## config.mk

```make
export PLATFORM = sky130hd
export DESIGN_NAME = sorted_list_insert_delete
export DESIGN_NICKNAME = d
export VERILOG_FILES = /design/src/design/sli_pkg.sv /design/src/design/sli_cell.sv /design/src/design/sorted_list_insert_delete.sv
export SDC_FILE = /design/constraint.sdc
export NUM_CORES = 2
export LEC_CHECK = 0
export BUFFER_PORTS_ARGS = -buffer_cell sky130_fd_sc_hd__buf_2
export CAP_MARGIN = 20
export CORE_MARGIN = 3
export CORE_UTILIZATION = 45
export DETAILED_ROUTE_END_ITERATION = 12
export SYNTH_ARGS = -nofsm -noshare
export SYNTH_HDL_FRONTEND = slang
export SYNTH_SLANG_ARGS = --single-unit
```

## constraint.sdc

```tcl
create_clock -name aclk -period 5.8 [get_ports aclk]
set_clock_uncertainty 0.1 [all_clocks]
set_input_delay 0.58 -clock aclk [delete_from_list [all_inputs] [get_ports aclk]]
set_output_delay 0.58 -clock aclk [all_outputs]
set_load 0.01 [all_outputs]
```

## src/design/sli_pkg.sv

```systemverilog
// Package for the sorted insertion list: capacity, count width, status codes
// and the request word handed to every storage cell. No dependencies.
package sli_pkg;

    localparam int CAPACITY = 16;
    localparam int COUNT_W  = $clog2(CAPACITY + 1);
    localparam int VALUE_W  = 32;
    localparam int ENTRY_W  = 5;

    typedef enum logic [1:0] {
        ST_INSERTED  = 2'd0,
        ST_DELETED   = 2'd1,
        ST_NOT_FOUND = 2'd2,
        ST_FULL      = 2'd3
    } sli_status_t;

    localparam logic REQ_INSERT = 1'b0;
    localparam logic REQ_DELETE = 1'b1;

    // Request broadcast to the row of cells in the cycle a word is accepted.
    typedef struct packed {
        logic                       ins_en;
        logic                       del_en;
        logic signed [VALUE_W-1:0]  value;
    } sli_op_t;

endpackage

```

## src/design/sli_cell.sv

```systemverilog
// One storage cell of the sorted insertion list: holds a value, compares it
// with the request operand and shifts left or right with its neighbors. Uses sli_pkg.
module sli_cell import sli_pkg::*; (
    input  logic                       aclk,
    input  sli_op_t                    op,
    input  logic                       occ,
    input  logic                       left_less,
    input  logic signed [VALUE_W-1:0]  left_value,
    input  logic signed [VALUE_W-1:0]  right_value,
    output logic signed [VALUE_W-1:0]  value,
    output logic                       less,
    output logic                       hit
);

    logic signed [VALUE_W-1:0] value_reg;
    logic signed [VALUE_W-1:0] value_next;
    logic                      at_pos;

    // The cell is the insertion or deletion point when all cells to its left
    // hold smaller values and this one does not.
    assign less   = occ && (value_reg < op.value);
    assign at_pos = left_less && !less;
    assign hit    = occ && at_pos && (value_reg == op.value);
    assign value  = value_reg;

    // Insert shifts the upper part right; delete shifts it left.
    always_comb begin
        value_next = value_reg;
        if (op.ins_en) begin
            if (at_pos) begin
                value_next = op.value;
            end else if (!left_less) begin
                value_next = left_value;
            end
        end else if (op.del_en && !less) begin
            value_next = right_value;
        end
    end

    always_ff @(posedge aclk) begin
        value_reg <= value_next;
    end

endmodule

```

## src/design/sorted_list_insert_delete.sv

```systemverilog
// Sorted insertion list: a row of CAPACITY cells plus count and result logic.
// Depends on sli_pkg and sli_cell.
//
// Usage:
//   Request words arrive on s_valid/s_ready with s_req_type (0 insert,
//   1 delete first equal value) and a signed 32-bit s_value. Each request
//   produces one result word on m_valid/m_ready carrying m_status and
//   m_entry_count, the number of stored values after the request.
//   All cells compare against the operand in parallel and shift in the same
//   cycle; the result is registered and shows in the cycle after acceptance.
//   Throughput is one word per cycle while the receiver takes each result,
//   set by the parallel compare and shift of the cell row and the result register.
//   A new request is taken in the cycle the pending result is taken, so a
//   stalled receiver holds the result and the input channel stops with it.
//   Inserting into a full list drops the value and reports full; deleting an
//   absent value or from an empty list reports not found.
//   Reset (aresetn low, synchronous) clears the count, which empties the list,
//   and drops any pending result. Cell contents are not cleared; only cells
//   below the count are ever compared.
module sorted_list_insert_delete import sli_pkg::*; (
    input  logic                       aclk,
    input  logic                       aresetn,
    input  logic                       s_valid,
    output logic                       s_ready,
    input  logic                       s_req_type,
    input  logic signed [VALUE_W-1:0]  s_value,
    output logic                       m_valid,
    input  logic                       m_ready,
    output logic [1:0]                 m_status,
    output logic [ENTRY_W-1:0]         m_entry_count
);

    logic [COUNT_W-1:0] count_reg;
    logic [COUNT_W-1:0] count_next;
    logic               m_valid_reg;
    logic [1:0]         m_status_reg;
    logic [1:0]         status_next;
    logic [ENTRY_W-1:0] m_entry_count_reg;

    logic                       accept;
    logic                       full;
    logic                       found;
    sli_op_t                    op;
    logic [CAPACITY-1:0]        occ;
    logic [CAPACITY-1:0]        less;
    logic [CAPACITY-1:0]        hit;
    logic signed [VALUE_W-1:0]  cell_value [CAPACITY];

    assign s_ready = !m_valid_reg || m_ready;
    assign accept  = s_valid && s_ready;
    assign full    = (count_reg == COUNT_W'(CAPACITY));
    assign found   = |hit;

    // Request word broadcast to every cell.
    always_comb begin
        op.value  = s_value;
        op.ins_en = accept && (s_req_type == REQ_INSERT) && !full;
        op.del_en = accept && (s_req_type == REQ_DELETE) && found;
    end

    // Row of cells; the ends see a smaller-than flag of one on the left and
    // filler data at the open sides.
    for (genvar i = 0; i < CAPACITY; i++) begin : g_cell
        logic                      left_less_w;
        logic signed [VALUE_W-1:0] left_value_w;
        logic signed [VALUE_W-1:0] right_value_w;

        assign occ[i] = count_reg > COUNT_W'(i);

        if (i == 0) begin : g_first
            assign left_less_w  = 1'b1;
            assign left_value_w = s_value;
        end else begin : g_mid
            assign left_less_w  = less[i-1];
            assign left_value_w = cell_value[i-1];
        end

        if (i == CAPACITY - 1) begin : g_last
            assign right_value_w = cell_value[i];
        end else begin : g_inner
            assign right_value_w = cell_value[i+1];
        end

        sli_cell u_cell (
            .aclk        (aclk),
            .op          (op),
            .occ         (occ[i]),
            .left_less   (left_less_w),
            .left_value  (left_value_w),
            .right_value (right_value_w),
            .value       (cell_value[i]),
            .less        (less[i]),
            .hit         (hit[i])
        );
    end

    // Count update and status for the accepted word.
    always_comb begin
        count_next  = count_reg;
        status_next = ST_NOT_FOUND;
        if (s_req_type == REQ_INSERT) begin
            if (full) begin
                status_next = ST_FULL;
            end else begin
                status_next = ST_INSERTED;
                count_next  = count_reg + COUNT_W'(1);
            end
        end else if (found) begin
            status_next = ST_DELETED;
            count_next  = count_reg - COUNT_W'(1);
        end
    end

    // Control registers.
    always_ff @(posedge aclk) begin
        if (!aresetn) begin
            count_reg   <= '0;
            m_valid_reg <= 1'b0;
        end else begin
            if (accept) begin
                count_reg <= count_next;
            end
            if (accept) begin
                m_valid_reg <= 1'b1;
            end else if (m_ready) begin
                m_valid_reg <= 1'b0;
            end
        end
    end

    // Result word register.
    always_ff @(posedge aclk) begin
        if (accept) begin
            m_status_reg      <= status_next;
            m_entry_count_reg <= ENTRY_W'(count_next);
        end
    end

    assign m_valid       = m_valid_reg;
    assign m_status      = m_status_reg;
    assign m_entry_count = m_entry_count_reg;

    // The count never runs past the capacity.
    a_count_bound: assert property (@(posedge aclk) disable iff (!aresetn)
        count_reg <= COUNT_W'(CAPACITY))
        else $error("stored count exceeds capacity");

    // An accepted word always yields a result in the next cycle.
    a_result_follows: assert property (@(posedge aclk) disable iff (!aresetn)
        accept |=> m_valid)
        else $error("accepted word produced no result");

    // A successful insert grows the count by one.
    a_insert_count: assert property (@(posedge aclk) disable iff (!aresetn)
        (accept && s_req_type == REQ_INSERT && !full)
        |=> count_reg == $past(count_reg) + COUNT_W'(1))
        else $error("insert did not grow the count");

    // A successful delete shrinks the count by one.
    a_delete_count: assert property (@(posedge aclk) disable iff (!aresetn)
        (accept && s_req_type == REQ_DELETE && found)
        |=> count_reg == $past(count_reg) - COUNT_W'(1))
        else $error("delete did not shrink the count");

    // At most one cell matches as the first equal value.
    a_single_hit: assert property (@(posedge aclk) disable iff (!aresetn)
        $onehot0(hit))
        else $error("more than one cell matched for delete");

endmodule

```

==> run_results.csv <==
group,metric,value,unit
global_routing,antenna_found_initial,5,
power,ir_drop,0.215,mV
finish,final_common_cell,"nand2_1",
worst_setup_path,critical_path_arrival,5.25,ns
yosys,ys_async_sr_fraction,0,
yosys,syn_inst,4093,
finish,utilization,0.513,
routing,drt_pre_antenna_iters,5,
outcome,status,"completed",
sta,max_freq,0.197,GHz
yosys,syn_avg_cell_area,9.29,um2
yosys,ys.warnings.count,0,
yosys,synth_edf_count,519,
sta,period_share,0.873,
routing,viasPerCell,5.74,
floorplanning,dieArea,88000,um2
placement,dpl.hpwl,83300,um
run,maxCapViolations,0,
clocking,cts_setup_buffers,0,
power,leakage,17.2,nW
clocking,cts_hold_buf,0,
global_routing,grt.total_usage,0.243,
finish,nets,4673,
yosys,syn-num-nets,4647,
clocking,cts_buffer_depth,3,
sta,fin_crit,5.07,ns
yosys,ys_seq_elements,525,
floorplanning,rows,105,
worst_setup_path,start_kind,"primary input",
yosys,synth_top_cells_by_area,"edfxtp_1 41%, ha_1 17%, o21ai_0 7.2%",
floorplanning,core,82900,um2
sta,slew_violations,0,
yosys,syn_area,38000,um2
worst_setup_path,cp.required,5.99,ns
yosys,synth_top_flop_cell,"edfxtp_1",
placement,routabilityCongestion,0.937,
floorplanning,ioPinCount,46,
sta,slew-limit-headroom,0.230,
global_routing,grt_pass1_wl,167000,um
global_routing,grt_max_degree,253,
routing,drc,0,
sta,final-setup-viol-count,0,
routing,routed_wl,108000,um
finish,drive_above_1_share,0.0777,
worst_setup_path,critical_path_class,"primary input to flip-flop",
sta,rsz0062_at_grt,"no",
routing,ant_nets,0,
clocking,path_clk_slew,0.05,ns
worst_setup_path,critPathMaxFanout,32,
sta,tightest_slew,1.15,ns
sta,hold_violations,0,
yosys,ys_seq_area_frac,0.413,
clocking,cts_max_level,3,
worst_hold_path,hold_path_class,"primary input to flip-flop",
power,finalPower,11.3,mW
finish,most-common-layout-cells,"633 x nand2_1, 545 x o21ai_0, 519 x edfxtp_1",
finish,largest_reg_flops,512,
routing,wire_per_inst,20.3,um
clocking,cts-root-buf,"clkbuf_16",
global_routing,first_global_vias,29386,
floorplanning,die_y,297,um
yosys,yosysTopAreaCell,"edfxtp_1",
clocking,clock-sinks,525,
clocking,clk_latency,0.63,ns
worst_setup_path,cp-end-kind,"flip-flop",
clocking,cts_buffers,67,
clocking,ctsResizeCount,0,
finish,syn_to_final_growth,11.8,%
routing,via_count,30425,
floorplanning,die_w,297,um
placement,port_buffers,45,
worst_setup_path,r2r_slack,0.85,ns
yosys,netlist.area_leader.share,0.410,
global_routing,overflow,0,
routing,drt_iter0_drc,2630,
yosys,synth.distinct_cells,81,
power,powerDensity,266,nW/um2
clocking,cts_tree,"done",
floorplanning,initial_core_util,0.459,
-- area by class of cell --
class,instances,area (um2)
sequential,525,15700
antenna,5,12.5
fill,7669,40400
multi-input combinational,3258,21400
inverter,85,319
clock buffer,87,1760
tap,1123,1410
clock inverter,35,258
timing repair buffer,182,1640
-- power breakdown --
group	internal, mW	total (mW)	switching, mW
registers	4.71	5.03	0.328
logic	0.895	2.32	1.43
clock network	2.24	3.93	1.69
total	7.84	11.3	3.44
-- critical path: stages --
cell and delay [ns]:
buf_2 0.21, inv_1 0.33, ha_1 0.45, nand4_1 0.16
nor4_1 0.66, o21ai_0 0.27, a31oi_1 0.27, nor3_1 0.10
nor4b_1 0.82, buf_4 0.24, nand4b_1 0.13, o21a_2 0.18
o21ai_4 0.07, buf_4 0.29, o22ai_4 0.20, buf_12 0.24
-- layer usage --
metal | global-route usage | vias up | routed length [um]
met3 | 0.0420 | 170 | 6180
li1 | - | 15336 | -
met2 | 0.374 | 728 | 46200
met1 | 0.346 | 14187 | 51500
met5 | 0.0201 | - | 243
met4 | 0.0811 | 4 | 3420
-- per-stage QoR --
step	cell area, um2	setup slack (ns)	TNS (ns)	hold slack, ns	std cells
finish	42500	0.734	0	0.123	5300
global route	42500	0.345	0	0.149	5300
CTS	42500	0.591	0	0.0973	5294
detailed placement	40400	-0.0305	-0.904	0.432	5172
global placement	40400	0.105	0	0.420	5172
floorplan	38000	-0.116	-31.54	0.422	4093
-- synthesized netlist by cell type (all sizes together) (4+ instances only) --
library cell  number
and4              16
inv               84
nor3              33
a211oi            17
mux2i            203
nand2            636
a21oi            457
o21ai            607
nor2             314
buf               30
a221oi            16
nand4            107
o21a              12
nand2b            14
a21o              46
o31a               9
ha               517
a31oi              8
a221o             12
nand3             48
nor4              28
nor4b              6
and2              12
or2                4
nor3b              4
dfxtp              6
o31ai              4
o211ai            16
nor2b             23
a21boi            10
o21bai             4
o22ai             15
a2111oi            7
edfxtp           519
clkbuf           195
or3                6
o2111ai            6
-- path summary, 6_finish.rpt --
path                                         from                                   end  cells after the start
min reg2reg                  m_valid$_SDFFE_PN0P_                  m_valid$_SDFFE_PN0P_                      2
max                                   s_value[11]  g_cell[2].u_cell.value[15]$_DFFE_PP_                     16
min                                       s_valid                  m_valid$_SDFFE_PN0P_                      3
max reg2reg  g_cell[1].u_cell.value[31]$_DFFE_PP_  g_cell[2].u_cell.value[15]$_DFFE_PP_                     14
-- kinds of logic (layout without fill, tap and decap cells) --
family | count (synthesis) | count (layout) | share of synthesized area
AOI/OAI and AO/OA | 1266 | 1266 | 0.184
DFF | 525 | 525 | 0.413
and+or+nand+nor | 1264 | 1264 | 0.146
muxes | 205 | 205 | 0.0540
xor gates and xnor gates | 6 | 6 | 0.00138
adders and majority gates | 517 | 517 | 0.170
buffers and inverters | 310 | 389 | 0.0320
other | 0 | 5 | 0
Power figures use the tool's default switching activity.
